## src/design/i4l2_pkg.sv

```systemverilog
// Shared types, constants and helpers of the int4 dequantize L2 distance block.
package i4l2_pkg;

   localparam int DIMS         = 2;
   localparam int QUEUE_DEPTH  = 4;
   localparam int Div          = 15;
   localparam int RoundBias    = 7;
   localparam int Recip15      = 137;
   localparam int Recip15Shift = 11;
   localparam int QUO_W        = 28;
   localparam int REM_W        = 4;

   // floor(n / 15) = (n * Recip15Wide) >> Recip15WideShift for any 32-bit n
   localparam logic [31:0] Recip15Wide      = 32'h8888_8889;
   localparam int          Recip15WideShift = 35;

   localparam logic [63:0] SAT_MAX = 64'hFFFF_FFFF_FFFF_FFFF;

   typedef struct packed {
      logic [DIMS-1:0][3:0]       nib;
      logic [DIMS-1:0][31:0]      query;
      logic [DIMS-1:0][31:0]      min_val;
      logic [DIMS-1:0][QUO_W-1:0] quo;
      logic [DIMS-1:0][REM_W-1:0] rem;
      logic                       second_valid;
      logic                       last_pair;
   } entry_type;

   typedef struct packed {
      logic empty;
      logic full;
   } queue_status_type;

   // floor(t / 15) for t below 240
   function automatic logic [4:0] div15_narrow(input logic [7:0] t);
      logic [15:0] p;
      p = 16'(t) * 16'(Recip15);
      return p[Recip15Shift +: 5];
   endfunction

endpackage

```

## src/design/i4l2_front.sv

```systemverilog
// Front end: accepts items, unpacks codes and splits each span into span/15 and span%15.
module i4l2_front (
   input  logic                        req_push,
   output logic                        req_full,
   input  logic [7:0]                  req_code_byte,
   input  logic signed [31:0]          req_query_first,
   input  logic signed [31:0]          req_query_second,
   input  logic signed [31:0]          req_min_first,
   input  logic signed [31:0]          req_min_second,
   input  logic [30:0]                 req_span_first,
   input  logic [30:0]                 req_span_second,
   input  logic                        req_second_valid,
   input  logic                        req_last_pair,
   input  i4l2_pkg::queue_status_type  q_status,
   output logic                        q_wr,
   output i4l2_pkg::entry_type         q_entry
);

   typedef struct packed {
      logic [i4l2_pkg::QUO_W-1:0] quo;
      logic [i4l2_pkg::REM_W-1:0] rem;
   } div_type;

   // quotient by reciprocal multiplication, remainder by multiply-back
   function automatic div_type span_div15(input logic [30:0] span);
      logic [63:0] p;
      logic [31:0] back_mul;
      div_type     res;
      p = 64'(span) * 64'(i4l2_pkg::Recip15Wide);
      res.quo = p[i4l2_pkg::Recip15WideShift +: i4l2_pkg::QUO_W];
      back_mul = 32'(res.quo) * 32'(i4l2_pkg::Div);
      res.rem = 4'(32'(span) - back_mul);
      return res;
   endfunction

   div_type div_first;
   div_type div_second;

   assign div_first  = span_div15(req_span_first);
   assign div_second = span_div15(req_span_second);

   assign req_full = q_status.full;
   assign q_wr     = req_push && !q_status.full;

   always_comb begin
      q_entry.nib[0]       = req_code_byte[7:4];
      q_entry.nib[1]       = req_code_byte[3:0];
      q_entry.query[0]     = req_query_first;
      q_entry.query[1]     = req_query_second;
      q_entry.min_val[0]   = req_min_first;
      q_entry.min_val[1]   = req_min_second;
      q_entry.quo[0]       = div_first.quo;
      q_entry.quo[1]       = div_second.quo;
      q_entry.rem[0]       = div_first.rem;
      q_entry.rem[1]       = div_second.rem;
      q_entry.second_valid = req_second_valid;
      q_entry.last_pair    = req_last_pair;
   end

endmodule

```

## config.mk

```make
export PLATFORM = sky130hd
export DESIGN_NAME = i4l2_front
export DESIGN_NICKNAME = d
export VERILOG_FILES = /design/src/design/i4l2_pkg.sv /design/src/design/i4l2_front.sv
export SDC_FILE = /design/constraint.sdc
export NUM_CORES = 1
export LEC_CHECK = 0
export ABC_CLOCK_PERIOD_IN_PS = 9700
export BUFFER_PORTS_ARGS = -buffer_cell sky130_fd_sc_hd__buf_4
export CAP_MARGIN = 15
export CELL_PAD_IN_SITES_DETAIL_PLACEMENT = 0
export CELL_PAD_IN_SITES_GLOBAL_PLACEMENT = 1
export CORE_ASPECT_RATIO = 1.4
export CORE_UTILIZATION = 40
export DETAILED_ROUTE_END_ITERATION = 16
export GPL_TIMING_DRIVEN = 0
export PLACE_DENSITY_LB_ADDON = 0.1
export SYNTH_ARGS = -nofsm -noshare
export SYNTH_HDL_FRONTEND = slang
export SYNTH_SLANG_ARGS = --single-unit
```

## constraint.sdc

```tcl
create_clock -name vclk -period 9.7
set_input_delay 0.97 -clock vclk [all_inputs]
set_output_delay 0.97 -clock vclk [all_outputs]
set_load 0.005 [all_outputs]
```

==> load_flow_metrics.sql <==
INSERT INTO impl_metrics (metric_group, metric, value, unit) VALUES
('sta', 'report.final.slew_viol_count', '0', ''),
('worst_setup_path', 'arrival', '8.33', 'ns'),
('global_route', 'grt_antenna_before_repair', '0', ''),
('die', 'fp-row-count', '89', ''),
('die', 'start_util', '40.67', '%'),
('worst_setup_path', 'slowest_delay', '0.94', 'ns'),
('detailed_routing', 'dr.pass1.iters', '6', ''),
('global_route', 'grt.total_usage', '20.13', '%'),
('place', 'detailed_place_hpwl', '41330', 'µm'),
('synth', 'yosys.cell_types.count', '68', ''),
('worst_setup_path', 'cp_num_buf_inv', '5', ''),
('die', 'dieWidth', '177.1', 'µm'),
('synth', 'postSynthCellCount', '1826', ''),
('sta', 'slew-limit-headroom', '21.41', '%'),
('worst_setup_path', 'path_class', 'input port to output pin', ''),
('worst_setup_path', 'timing.critical_path.slowest_stage_cell', 'sky130_fd_sc_hd__o311ai_1', ''),
('detailed_routing', 'totalWireLength', '43420', 'µm'),
('global_route', 'grt_pass1_vias', '13989', ''),
('worst_hold_path', 'min-delay-path-class', 'input port to output pin', ''),
('cells_and_area', 'design.seq.count', '0', ''),
('detailed_routing', 'num_vias', '12921', ''),
('cells_and_area', 'area_growth_syn_to_layout', '15.97', '%'),
('worst_setup_path', 'path_common_cell', 'sky130_fd_sc_hd__ha_1', ''),
('worst_setup_path', 'start_kind', 'input port', ''),
('worst_setup_path', 'worstPathMaxFanout', '4', ''),
('synth', 'post_synth_instance_area', '0.01717', 'mm²'),
('synth', 'yosys_warnings', '0', ''),
('place', 'gp_congestion', '0.8999', ''),
('sta', 'minimum_period_implied_by_the_final_worst_setup_slack', '9.296', 'ns'),
('run_status', 'outcome', 'finished, final reports clean', ''),
('die', 'core_area', '0.04220', 'mm²'),
('die', 'design.die.area', '0.04376', 'mm²'),
('cells_and_area', 'post_route_cells_drive_above_1_share', '20.71', '%'),
('worst_setup_path', 'family_with_the_most_delay_on_the_worst_path', 'adder cells', ''),
('clock_tree', 'ctsHoldBuffers', '0', ''),
('worst_setup_path', 'worstSetupStartpoint', 'req_span_second[11]', ''),
('die', 'boundaryPins', '407', ''),
('synth', 'synth.net_count', '2793', ''),
('worst_setup_path', 'crit_end', 'q_entry[9]', ''),
('worst_setup_path', 'required', '8.73', 'ns'),
('cells_and_area', 'final_nets', '3065', ''),
('sta', 'finalSetupTns', '0', 'ns'),
('sta', 'setup_violations', '0', ''),
('sta', 'clock.fmax', '107.6', 'MHz'),
('worst_setup_path', 'logic_depth_of_the_worst_setup_path_including_buffers', '26', ''),
('die', 'die_h', '247.1', 'µm'),
('global_route', 'globalRouteOverflowTotal', '0', ''),
('detailed_routing', 'routed_wire_length_per_instance', '16.43', 'µm'),
('cells_and_area', 'clockBufferCount', '0', ''),
('synth', 'postSynthAreaPerCell', '9.401', 'µm²'),
('detailed_routing', 'drt_first_iter_violations', '312', ''),
('detailed_routing', 'postRouteAntennaNets', '0', ''),
('cells_and_area', 'footprint_of_the_flip_flops_and_latches', '0', 'µm²'),
('cells_and_area', 'fillerInstances', '4235', ''),
('sta', 'timing.final.crit_share', '95.83', '%'),
('worst_setup_path', 'worstSetupEndpointType', 'output pin', ''),
('flow_run', 'maxCapViolations', '0', ''),
('place', 'count_of_input_and_output_buffers', '268', ''),
('sta', 'hold_viol_final', '0', ''),
('global_route', 'grt_pass1_wl', '69920', 'µm'),
('synth', 'sequential_to_total_area_share_from_yosys_stat', '0', '%'),
('sta', 'slew_at_the_pin_closest_to_its_max_slew_limit', '1.160', 'ns'),
('sta', 'unrepaired_setup_endpoints_after_global_routing', 'no', ''),
('global_route', 'pin_count_of_the_biggest_net_entering_global_routing', '11', ''),
('detailed_routing', 'detailed_route_drc_error_count', '0', ''),
('cells_and_area', 'insertedDiodeCount', '0', ''),
('detailed_routing', 'avgViaCountPerCell', '4.891', '');
cell usage after synthesis, types with 3 or more instances:
master                      number  area share (%)
sky130_fd_sc_hd__xor2_1         21             1.1
sky130_fd_sc_hd__a31oi_1        11            0.40
sky130_fd_sc_hd__nor2b_1        11            0.40
sky130_fd_sc_hd__a21boi_0        3            0.13
sky130_fd_sc_hd__a21o_1         31             1.4
sky130_fd_sc_hd__o21ai_0        40             1.2
sky130_fd_sc_hd__nand2_1        43            0.94
sky130_fd_sc_hd__or3_1           7            0.26
sky130_fd_sc_hd__o2111ai_1       3            0.15
sky130_fd_sc_hd__a21oi_1        74             2.2
sky130_fd_sc_hd__a211o_1         3            0.15
sky130_fd_sc_hd__fa_1          244              28
sky130_fd_sc_hd__inv_1         430             9.4
sky130_fd_sc_hd__buf_4         139             6.1
sky130_fd_sc_hd__o211ai_1        4            0.17
sky130_fd_sc_hd__o21bai_1       11            0.48
sky130_fd_sc_hd__nor3_1         14            0.41
sky130_fd_sc_hd__nand2b_1        9            0.33
sky130_fd_sc_hd__o21a_1          6            0.26
sky130_fd_sc_hd__nor4_1          5            0.18
sky130_fd_sc_hd__and2_1          6            0.22
sky130_fd_sc_hd__nand4_1        13            0.47
sky130_fd_sc_hd__o21ai_1         3           0.087
sky130_fd_sc_hd__xnor2_1        46             2.3
sky130_fd_sc_hd__nor2_1         38            0.83
sky130_fd_sc_hd__a211oi_1        8            0.35
sky130_fd_sc_hd__ha_1          520              38
sky130_fd_sc_hd__o31ai_1         4            0.17
sky130_fd_sc_hd__and4_1          3            0.15
sky130_fd_sc_hd__and3_1          8            0.29
sky130_fd_sc_hd__nand3_1        24            0.70
worst min-delay path by stage:
stage,slack (ns),cells after the start,to,start
detailed placement,2.11,2,q_entry[154],req_query_first[24]
global placement,2.11,2,q_entry[157],req_query_first[27]
global route,2.11,2,q_entry[126],req_min_second[28]
finish,2.10,2,q_entry[154],req_query_first[24]
CTS,2.11,2,q_entry[186],req_query_second[24]
floorplan,1.97,1,q_wr,q_status[0]
logic make-up after synthesis:
| family | count (synthesis) | share of synthesized area, % |
|---|---|---|
| muxes | 1 | 0.05831 |
| xor gates and xnor gates | 67 | 3.418 |
| adders and majority gates | 764 | 66.36 |
| buffers and inverters | 570 | 15.51 |
| and+or+nand+nor | 195 | 5.948 |
| AOI/OAI and AO/OA | 229 | 8.710 |
final cells by class:
class | count | area (µm²) | share of cell area (%)
Buffer | 140 | 1049 | 5.267
Timing Repair Buffer | 270 | 2027 | 10.18
Multi-Input combinational cell | 1256 | 14540 | 73.01
Inverter | 430 | 1614 | 8.108
Tap cell | 546 | 683.2 | 3.432
placed cells by master, fill, tap and decap left out, types with 5 or more instances in the layout:
cell	n
sky130_fd_sc_hd__buf_4	409
sky130_fd_sc_hd__a21oi_1	73
sky130_fd_sc_hd__a211oi_1	8
sky130_fd_sc_hd__o21bai_1	11
sky130_fd_sc_hd__nor2b_1	11
sky130_fd_sc_hd__o21ai_0	40
sky130_fd_sc_hd__nor3_1	14
sky130_fd_sc_hd__and3_1	8
sky130_fd_sc_hd__fa_1	242
sky130_fd_sc_hd__o21a_1	6
sky130_fd_sc_hd__nand2_1	43
sky130_fd_sc_hd__ha_1	518
sky130_fd_sc_hd__nand3_1	24
sky130_fd_sc_hd__and2_1	6
sky130_fd_sc_hd__a31oi_1	11
sky130_fd_sc_hd__nand4_1	13
sky130_fd_sc_hd__or3_1	7
sky130_fd_sc_hd__inv_1	430
sky130_fd_sc_hd__nand2b_1	9
sky130_fd_sc_hd__nor2_1	38
sky130_fd_sc_hd__a21o_1	31
sky130_fd_sc_hd__nor4_1	5
sky130_fd_sc_hd__xnor2_1	45
sky130_fd_sc_hd__xor2_1	21
metal layers:
| layer | vias up | routed length [µm] | track usage, % | part of all wire, % |
|---|---|---|---|---|
| li1 | 6414 | - | - | - |
| met1 | 6287 | 15600 | 21.32 | 36 |
| met2 | 185 | 26270 | 43.04 | 61 |
| met3 | 35 | 809 | 0.5689 | 1.9 |
| met4 | 0 | 736 | 3.068 | 1.7 |
| met5 | - | 0 | 0 | 0 |
timing repair:
item,4_1_cts,5_1_grt
resized for setup,0,6
setup buffers,0,2
setup endpoints to repair,0,1
through the flow:
stage / setup WS [ns] / util, % / cells / hold slack, ns / instance area (µm²)
3_3_place_gp: 0.06276 / 47.06 / 2640 / 2.106 / 19860
2_1_floorplan: 1.134 / - / 1826 / 1.970 / 17170
6_report: 0.4043 / 47.17 / 2642 / 2.105 / 19910
4_1_cts: 0.03729 / 47.06 / 2640 / 2.106 / 19860
3_5_place_dp: 0.06976 / 47.06 / 2640 / 2.106 / 19860
5_1_grt: 0.01502 / 47.17 / 2642 / 2.108 / 19910
Power is not shown: default switching activity piles up to over one toggle a cycle in this logic, so the estimate is an artifact.
