==> src/design/i4l2_pkg.sv <==
// Shared types, constants and helpers of the int4 dequantize L2 distance block.
package i4l2_pkg;

   localparam int DIMS         = 2;
   localparam int QUEUE_DEPTH  = 4;
   localparam int Div          = 15;
   localparam int RoundBias    = 7;
   localparam int Recip15      = 137;
   localparam int Recip15Shift = 11;
   localparam int QUO_W        = 28;
   localparam int REM_W        = 4;

   // floor(n / 15) = (n * Recip15Wide) >> Recip15WideShift for any 32-bit n
   localparam logic [31:0] Recip15Wide      = 32'h8888_8889;
   localparam int          Recip15WideShift = 35;

   localparam logic [63:0] SAT_MAX = 64'hFFFF_FFFF_FFFF_FFFF;

   typedef struct packed {
      logic [DIMS-1:0][3:0]       nib;
      logic [DIMS-1:0][31:0]      query;
      logic [DIMS-1:0][31:0]      min_val;
      logic [DIMS-1:0][QUO_W-1:0] quo;
      logic [DIMS-1:0][REM_W-1:0] rem;
      logic                       second_valid;
      logic                       last_pair;
   } entry_type;

   typedef struct packed {
      logic empty;
      logic full;
   } queue_status_type;

   // floor(t / 15) for t below 240
   function automatic logic [4:0] div15_narrow(input logic [7:0] t);
      logic [15:0] p;
      p = 16'(t) * 16'(Recip15);
      return p[Recip15Shift +: 5];
   endfunction

endpackage

==> src/design/i4l2_queue.sv <==
// Short item queue between front end and back end.
module i4l2_queue #(
   parameter int DEPTH = i4l2_pkg::QUEUE_DEPTH
) (
   input  logic                        clock,
   input  logic                        reset,
   input  logic                        wr_en,
   input  i4l2_pkg::entry_type         wr_entry,
   input  logic                        rd_en,
   output i4l2_pkg::entry_type         rd_entry,
   output i4l2_pkg::queue_status_type  status
);

   localparam int PTR_W = (DEPTH > 1) ? $clog2(DEPTH) : 1;
   localparam int CNT_W = $clog2(DEPTH + 1);

   i4l2_pkg::entry_type mem_ff [DEPTH];
   logic [PTR_W-1:0] wr_ptr_ff, wr_ptr_in;
   logic [PTR_W-1:0] rd_ptr_ff, rd_ptr_in;
   logic [CNT_W-1:0] count_ff, count_in;

   function automatic logic [PTR_W-1:0] next_ptr(input logic [PTR_W-1:0] p);
      return (p == PTR_W'(DEPTH - 1)) ? '0 : p + PTR_W'(1);
   endfunction

   assign status.empty = (count_ff == '0);
   assign status.full  = (count_ff == CNT_W'(DEPTH));
   assign rd_entry     = mem_ff[rd_ptr_ff];

   always_comb begin
      wr_ptr_in = wr_en ? next_ptr(wr_ptr_ff) : wr_ptr_ff;
      rd_ptr_in = rd_en ? next_ptr(rd_ptr_ff) : rd_ptr_ff;
      count_in  = count_ff;
      if (wr_en && !rd_en) begin
         count_in = count_ff + CNT_W'(1);
      end else if (rd_en && !wr_en) begin
         count_in = count_ff - CNT_W'(1);
      end
   end

   always_ff @(posedge clock) begin
      if (reset) begin
         wr_ptr_ff <= '0;
         rd_ptr_ff <= '0;
         count_ff  <= '0;
      end else begin
         wr_ptr_ff <= wr_ptr_in;
         rd_ptr_ff <= rd_ptr_in;
         count_ff  <= count_in;
      end
   end

   always_ff @(posedge clock) begin
      if (wr_en) begin
         mem_ff[wr_ptr_ff] <= wr_entry;
      end
   end

endmodule

==> config.mk <==
export PLATFORM = sky130hd
export DESIGN_NAME = i4l2_queue
export DESIGN_NICKNAME = d
export VERILOG_FILES = /design/src/design/i4l2_pkg.sv /design/src/design/i4l2_queue.sv
export SDC_FILE = /design/constraint.sdc
export NUM_CORES = 1
export LEC_CHECK = 0
export ABC_CLOCK_PERIOD_IN_PS = 7300
export BUFFER_PORTS_ARGS = -buffer_cell sky130_fd_sc_hd__buf_2
export CAP_MARGIN = 5
export CORE_MARGIN = 2
export CORE_UTILIZATION = 38
export CTS_BUF_LIST = sky130_fd_sc_hd__clkbuf_16
export CTS_CLUSTER_SIZE = 20
export DETAILED_ROUTE_END_ITERATION = 10
export SLEW_MARGIN = 10
export SYNTH_ARGS = -nofsm -noshare
export SYNTH_HDL_FRONTEND = slang
export SYNTH_SLANG_ARGS = --single-unit
==> constraint.sdc <==
create_clock -name clock -period 7.3 [get_ports clock]
set_input_delay 1.095 -clock clock [delete_from_list [all_inputs] [get_ports clock]]
set_output_delay 1.095 -clock clock [all_outputs]
set_load 0.005 [all_outputs]
==> flow_results.org, run 1 <==
** Critical path
- Endpoint of the most critical register-to-register path :: mem_ff[1][84]$_DFFE_PP_
- Critical-path cell with the highest stage delay :: sky130_fd_sc_hd__dfxtp_4
- In this run the register-to-register setup slack is 4770 ps.
- In this design, the stage delay of the slowest critical-path cell is 680 ps.
- Worst endpoint data arrival time :: 2910 ps
- Worst-path maximum fanout :: 94
- STA classifies the critical path startpoint as a flip-flop.
- For the worst setup path, the data required time is 6200 ps.
- Traced cell by cell, the critical path runs through buf_12, mux4_2, buf_2.
- Endpoint kind of the worst setup timing path :: output pin
- The worst register-to-register path begins at wr_ptr_ff[1]$_SDFFE_PP0P_.
- For the worst flop-to-flop path, the logic depth is 4.
- Category of the critical setup timing path :: reg -> out

** Global routing
- Initial antenna violation count :: 13
- Global-route wire length before repair :: 90.4 mm
- The total overflow left after global routing is 0.
- For this run, the total global-route usage over all layers was measured as 0.149.
- The via count of the first global-routing pass was 14.4k.
- Largest net degree at the start of global routing :: 113

** Route
- For this run, the detailed router's first-pass iteration total came to 7.
- Across all layers, the routed design uses 13.2k vias.
- For this block, the initial DRC count from the detailed router was 780.
- ANT nets after route :: 0
- Via count normalized by instance count :: 4.93
- After detailed routing, the number of remaining DRC violations is 0.
- After detailed routing, the average wire length per cell comes to 22.4 µm.
- Wires add up to 60.0 mm.

** Timing
- The smallest clock period supported by the final layout is computed as 4000 ps.
- Setup violations remaining at the end of the flow were counted as 0.
- Based on the critical path, the design can be clocked at up to 250 MHz.
- Setup repair after global routing left no endpoint under its margin.
- Slew HR :: 0.313
- The final count of pins violating max slew was 0.
- Final hold violation count :: 0
- At the pin with the least slew margin, the transition time is 1030 ps.
- After routing, the total negative slack on setup checks comes to 0 ps.
- Part of the cycle the worst path needs :: 0.548
- Clock skew after layout :: 32.2 ps

** Synthesis
- When the netlist entered floorplanning its net count stood at 1312.
- Netlist area before placement :: 29800 µm²
- sky130_fd_sc_hd__edfxtp_1 takes more of the synthesized area than any other cell.
- Top cell type's share of synthesized area :: 0.815
- Synthesized instance count :: 1099
- Yosys mapped the design onto 21 distinct sky130hd cell types.
- Syn Area/Cell :: 27.1 µm²
- The share of the Yosys chip area taken by registers is 0.821.
- Counting flops and latches in the post-synthesis netlist gives 817.
- Number of synthesis warnings :: 0
- Ranked by total cell area, the synthesized netlist is headed by sky130_fd_sc_hd__edfxtp_1, sky130_fd_sc_hd__mux4_2, sky130_fd_sc_hd__buf_12.

** Floorplanning
- Io pins :: 410
- For this configuration, the core starts out at a cell density of 0.384.
- Width of the die :: 284 µm
- In this run the standard cell core region covers 77500 µm².
- The die covers 80600 µm².
- Vertical die dimension :: 284 µm
- Number of standard-cell rows in the floorplan :: 102

** Final layout
- Storage cell area :: 24500 µm²
- In the final design database the tool counted 1780 nets.
- Post-synthesis to final-layout area growth :: 20.1%
- Summing all multi-input logic gate instances after layout gives 4800 µm².
- Share of final-layout standard cells stronger than drive strength 1 :: 0.466
- The layout has 6463 filler cells.
- After routing the design area is 35800 µm².

** Clocking
- Counting along the longest clock path gives a buffer depth of 3.
- Setup Buffers After CTS :: 0
- TritonCTS built the clock tree.
- Clock tree synthesis inserted a total of 90 buffers.
- Total of hold buffers inserted after clock tree synthesis :: 0
- The clock tree synthesis step divided the H-tree into 3 levels.
- After clock tree synthesis, the repair step resized 0 gates.
- TritonCTS Sinks :: 817
- Clk root buf :: sky130_fd_sc_hd__clkbuf_16
- At the later pin of the worst-skew pair, clock insertion delay measures 630 ps.
- Clock-pin slew was measured on the worst setup and hold paths at 60 ps.

** Power and ir drop
- Leakage :: 11.9 nW
- IR analysis of the VDD net gives a maximum drop of 0.274 mV.
- Dividing total power by cell area gives a power density of 298 nW/µm².

** Placement
- Input and output buffers added on the ports amount to 409.
- Routability Congestion :: 0.741
- The HPWL after detailed placement is 34.3 mm.
- Total cell area at the placement stage :: 32800 µm²

** Min path
- Start point of the worst min-delay path :: count_ff[2]$_SDFFE_PP0P_
- Classification of the worst-slack hold path :: reg -> reg
- The worst hold path terminates at count_ff[2]$_SDFFE_PP0P_.
- Along the worst hold path, the cell count comes to 2.

** Outcome
- The run finished with clean final reports.

** Run
- Max-cap violations in this run came to 0.
[per-layer routing]
layer / global-route usage / wire [µm] / up-vias
met4: 0.0421 / 1060 / 18
met1: 0.185 / 23600 / 7002
li1: - / - / 5735
met5: 0 / 114 / -
met3: 0.0464 / 4560 / 93
met2: 0.251 / 30700 / 388
[critical path, delay by kind of cell (launching register included)]
family                 cells  cell delay, ps
multiplexers               1             620
buffers and inverters      2             810
flip-flops                 1             680
[worst max path at each step]
stage	from	slack [ps]	end
after detailed placement	flip-flop	3830	rd_entry[2]
final	flip-flop	3300	rd_entry[2]
after CTS	flip-flop	3130	rd_entry[2]
after floorplan	wr_en	1040	mem_ff[0][0]$_DFFE_PP_
after global routing	flip-flop	3040	rd_entry[2]
after global placement	flip-flop	3830	rd_entry[38]
[state kept, by name, summed over array words and instances, names as in the netlist, named ones only]
name / cells
mem_ff: 808
count_ff: 3
rd_ptr_ff: 2
wr_ptr_ff: 2
[cell type report]
type	count	share of cell area
well taps	1040	0.0364
diodes	5	0.000350
clock inverters	71	0.0186
inverters	4	0.000420
repair buffers	421	0.0622
clock buffers	92	0.0643
flip-flops and latches	817	0.683
multi-input cells	233	0.134
[stage by stage]
step                hold WS, ps   util  std cells  total power [mW]  setup slack (ps)
floorplan                   460      -       1099              6.00              1040
global placement            478  0.423       2515              6.32              3830
detailed placement          496  0.423       2515              6.35              3830
CTS                         508  0.462       2678              10.8              3130
global route                558  0.462       2680              11.1              3040
finish                      513  0.462       2683              10.6              3300
[synthesized netlist by cell type]
library cell,count
sky130_fd_sc_hd__clkbuf_1,2
sky130_fd_sc_hd__xor2_1,2
sky130_fd_sc_hd__nor2_1,7
sky130_fd_sc_hd__edfxtp_1,808
sky130_fd_sc_hd__ha_1,6
sky130_fd_sc_hd__buf_2,18
sky130_fd_sc_hd__nor3_1,1
sky130_fd_sc_hd__and2_1,4
sky130_fd_sc_hd__buf_12,20
sky130_fd_sc_hd__fa_1,1
sky130_fd_sc_hd__mux2i_1,4
sky130_fd_sc_hd__inv_1,4
sky130_fd_sc_hd__dfxtp_1,9
sky130_fd_sc_hd__buf_6,1
sky130_fd_sc_hd__buf_1,2
sky130_fd_sc_hd__mux4_2,202
sky130_fd_sc_hd__nor3b_1,2
sky130_fd_sc_hd__o21ai_0,1
sky130_fd_sc_hd__a21oi_1,2
sky130_fd_sc_hd__buf_4,2
sky130_fd_sc_hd__or3_1,1
[report_power, final]
group	switching, mW	total (mW)	internal [mW]
combinational	0.413	0.782	0.369
clock	1.80	4.42	2.62
sequential	0.0548	5.44	5.38
total	2.27	10.6	8.38
[kinds of logic after synthesis]
family / after synthesis / synth area share
flip-flops: 817 / 0.821
multiplexers: 206 / 0.154
buffers and inverters: 49 / 0.0184
AND/OR/NAND/NOR: 15 / 0.00260
adder cells (fa/ha/maj): 7 / 0.00319
AO/OA/AOI/OAI: 3 / 0.000504
XOR/XNOR: 2 / 0.000588
[cell usage in the layout, fill, tap and decap left out, types with 4 or more instances in the layout]
cell,instances
sky130_fd_sc_hd__and2_4,4
sky130_fd_sc_hd__buf_12,7
sky130_fd_sc_hd__buf_2,409
sky130_fd_sc_hd__buf_4,5
sky130_fd_sc_hd__bufinv_16,9
sky130_fd_sc_hd__clkbuf_16,92
sky130_fd_sc_hd__clkinv_1,13
sky130_fd_sc_hd__clkinv_2,20
sky130_fd_sc_hd__clkinvlp_4,5
sky130_fd_sc_hd__dfxtp_1,7
sky130_fd_sc_hd__diode_2,5
sky130_fd_sc_hd__edfxtp_1,808
sky130_fd_sc_hd__ha_1,6
sky130_fd_sc_hd__inv_1,19
sky130_fd_sc_hd__mux2i_1,4
sky130_fd_sc_hd__mux4_2,202
sky130_fd_sc_hd__nor2_1,7
Note: power is estimated with default switching activity, not from simulation.
==> inputs of run 2 (changes only) <==
--- a/config.mk
+++ b/config.mk
@@ -5,7 +5,8 @@
 export SDC_FILE = /design/constraint.sdc
 export NUM_CORES = 1
 export LEC_CHECK = 0
-export ABC_CLOCK_PERIOD_IN_PS = 7300
+export ABC_AREA = 1
+export ABC_CLOCK_PERIOD_IN_PS = 3880
 export BUFFER_PORTS_ARGS = -buffer_cell sky130_fd_sc_hd__buf_2
 export CAP_MARGIN = 5
 export CORE_MARGIN = 2
==> constraint.sdc (replaced) <==
create_clock -name clock -period 3.88 [get_ports clock]
set_input_delay 0.582 -clock clock [delete_from_list [all_inputs] [get_ports clock]]
set_output_delay 0.582 -clock clock [all_outputs]
set_load 0.005 [all_outputs]
==> run 2 against run 1 <==
Routed wire length grew 19%. Area after synthesis grew 2.2%. Sequential power grew 88%. Via count grew 38%. Critical path type unchanged. Largest cell class unchanged. Largest power group unchanged.
==> flow_results.org, run 2 <==
** Outcome
- Outcome :: completed

** Min path
- The worst hold path begins at wr_entry[115].
- Number of stages on the worst hold path :: 1
- Destination of the worst hold path :: mem_ff[2][115]$_DFFE_PP_
- The min-delay analysis places its worst path in the category in -> reg.

** Floorplanning
- The die covers 82400 µm².
- 410 I/O pins were placed.
- From bottom edge to top edge, the die measures 287 µm.
- The core region is 79100 µm².
- Row generation in the floorplan step produced 103 rows.
- Effective utilization at floorplan :: 0.385
- The die is 287 µm wide.

** Global routing
- The initial antenna violation count came to 21.
- Total overflow reported by the global router :: 0
- Across every metal layer, demand over resource in global routing totals 0.166.
- Global-route wire length before repair :: 105 mm
- The via count of the first global-routing pass was 18.0k.
- Entering global routing, the biggest net connects 197 pins.

** Synthesis
- Netlist area before placement :: 30500 µm²
- Counting flops and latches in the post-synthesis netlist gives 817.
- Sequential area share after synthesis :: 0.803
- In this run the mean area of a mapped cell was 15.1 µm².
- Top cell type's share of synthesized area :: 0.797
- Mapped Nets :: 2225
- Counting flops with a built-in enable in the synthesized netlist gives 808.
- Async set-or-reset flop fraction in the synthesized netlist :: 0
- The synthesized design spends more area on one cell type than any other, namely sky130_fd_sc_hd__edfxtp_1.
- Synthesized instance count :: 2012
- Leading post-synthesis cells by instance count :: sky130_fd_sc_hd__edfxtp_1, sky130_fd_sc_hd__nor2_1, sky130_fd_sc_hd__o21ai_0
- Number of synthesis warnings :: 0
- In the post-synthesis netlist, the cell with the most instances is sky130_fd_sc_hd__edfxtp_1.
- Top_reg_cell synth :: sky130_fd_sc_hd__edfxtp_1
- Synthesis instantiated 23 different standard cells from the library.
- In the post-synthesis netlist, the biggest area contributors are sky130_fd_sc_hd__edfxtp_1, sky130_fd_sc_hd__nor2_1, sky130_fd_sc_hd__o21ai_0.

** Clocking
- TritonCTS built the clock tree.
- Clock slew seen by the registers of the worst setup and hold paths :: 60 ps
- Max Buffers Root-to-Sink :: 3
- Total of hold buffers inserted after clock tree synthesis :: 0
- The root buffer cell chosen for the clock tree is sky130_fd_sc_hd__clkbuf_16.
- Resized Gates After CTS :: 0
- Clock Latency Late Sink :: 630 ps
- Setup Buffers After CTS :: 0
- CTS built an H-tree with a depth of 3.
- The tree built by TritonCTS fans out to 817 sinks.
- TritonCTS created 84 clock buffers.

** Critical path
- Walking the worst path, the cells encountered are buf_12, o21ai_0, o22ai_1, buf_2.
- Worst endpoint data arrival time :: 2640 ps
- The worst register-to-register path begins at wr_ptr_ff[1]$_SDFFE_PP0P_.
- Startpoint Class :: flip-flop
- For the worst flop-to-flop path, the logic depth is 5.
- The worst setup path is of the reg -> out kind.
- Family of cells with the greatest summed delay on the critical path :: buffers and inverters
- Counting both buffers and inverters, the worst setup path holds a total of 2.
- The endpoint identified for the worst register-to-register timing path is mem_ff[1][126]$_DFFE_PP_.
- Max stage delay on crit path :: 480 ps
- STA puts the critical path data required time at 3300 ps.
- Of all nets on the critical path, the largest fanout is 196.
- Slack of the worst reg-to-reg path :: 1640 ps
- The worst setup path is captured at an output pin.
- Critical-path cell with the highest stage delay :: sky130_fd_sc_hd__dfxtp_4

** Timing
- Setup slack on the critical path of the routed design comes to 656 ps.
- After layout, the minimum clock period comes to 3220 ps.
- Maximum clock frequency :: 310 MHz
- On the final layout, the worst clock skew is 17.0 ps.
- Number of endpoints failing setup at the final stage :: 0
- Setup repair after global routing missed its margin :: false
- At the pin with the least slew margin, the transition time is 1100 ps.
- The final count of pins violating max slew came to 0.
- The total count of hold-check failures in the final report was 0.
- For the final routed database, the setup TNS stands at 0 ps.
- Hold timing on the final database bottoms out at a slack of 157 ps.
- Part of the cycle the worst path needs :: 0.831
- Headroom to the max-slew limit came out at 0.266.

** Final layout
- The finished layout holds 3543 standard cells, fillers aside.
- The register with the most flip-flops in the final layout is mem_ff.
- Leaving out fill and tap cells, the most frequent cell in the layout is sky130_fd_sc_hd__edfxtp_1.
- In the final layout, the registers with the most flip-flops are mem_ff: 808 flops, count_ff: 3 flops.
- Final core occ :: 0.457
- At the end of the flow, the number of nets in the layout was 2623.
- The register with the most flip-flops in the layout has 808 of them.
- In the layout the commonest cells are sky130_fd_sc_hd__edfxtp_1, sky130_fd_sc_hd__nor2_1, sky130_fd_sc_hd__buf_2.
- Share of final-layout standard cells stronger than drive strength 1 :: 0.234
- Post-synthesis to final-layout area growth :: 18.9%
- Cell area after layout :: 36200 µm²

** Power and ir drop
- Leakage :: 12.5 nW
- Total power per unit cell area :: 541 nW/µm²
- Across the VDD grid, the largest voltage drop is 0.368 mV.
- Overall Power :: 19.6 mW

** Route
- After detailed routing, the average wire length per cell comes to 20.1 µm.
- After detailed routing, the number of vias per cell comes to 5.16.
- The detailed router finished its first iteration with 1335 violations.
- The routed layout has 18.3k vias.
- Final wirelength :: 71.2 mm
- ANT nets after route :: 0
- The pre-antenna-repair detailed-routing pass consisted of 5 iterations.
- For this run, design rule violations remaining after detail routing come to 0.

** Placement
- Half-perimeter wire length of the detailed placement result :: 40.4 mm
- In this run the tool buffered the top-level ports with 409 buffer cells.
- At the placement stage, the worst setup path has a slack of 1270 ps.
- Total cell area at the placement stage :: 33500 µm²
- Dpl cells :: 3374
- Routability Congestion :: 0.763

** Run
- MaxCap Viol Count :: 0
## run 2: cell types whose count changed in the layout (fill, tap and decap cells not counted), sizes merged, moves of 8 or more
cell   previous run  this run
o21ai             1       407
diode             5        16
buf             421       445
inv              23        32
o22ai             0       202
nor2              7       412
nand2             0         8
mux4            202         0
## run 2: how the worst max path moves through the flow
stage / cells past startpoint / end / slack (ps)
after floorplan: 2 / mem_ff[3][0]$_DFFE_PP_ / -140
after global placement: 4 / mem_ff[1][113]$_DFFE_PP_ / 1270
after detailed placement: 4 / mem_ff[1][132]$_DFFE_PP_ / 1270
after CTS: 5 / rd_entry[77] / 660
after global routing: 5 / rd_entry[89] / 520
final: 4 / rd_entry[125] / 660
## run 2: layer usage
metal	wire length, µm	GRT usage	vias up
li1	-	-	8460
met1	28600	0.207	9167
met2	36000	0.281	495
met3	4480	0.0363	129
met4	2130	0.0711	14
met5	96	0	-
## run 2: worst register-to-register path: cells and delay by family, from the launching register on
family	cells	cell delay (ps)
buf+inv	3	1210
flops	1	370
fa+ha+maj	1	160
simple gates	1	50
## run 2: final cells by class
type | count | area (µm²)
fill | 6950 | 42900
tap | 1050 | 1310
clock inverter | 68 | 507
timing repair buffer | 445 | 2530
sequential | 817 | 24500
clock buffer | 85 | 2130
antenna | 16 | 40.0
multi-input combinational | 1046 | 5120
inverter | 16 | 97.6
## run 2: cells by family (layout without fill, tap and decap cells)
kind of cell,Yosys count,in the layout,synth area share
simple gates,426,426,0.0528
other cells,0,16,0
xor+xnor,1,1,0.000288
flops,817,817,0.803
buf+inv,149,614,0.0322
compound gates,612,612,0.109
fa+ha+maj,7,7,0.00312
## run 2: where the power goes
part           internal (mW)  switching [mW]  total [mW]
Clock                   4.34            3.28        7.62
Sequential              10.1          0.0860        10.2
Combinational          0.608            1.17        1.78
Total                   15.0            4.54        19.6
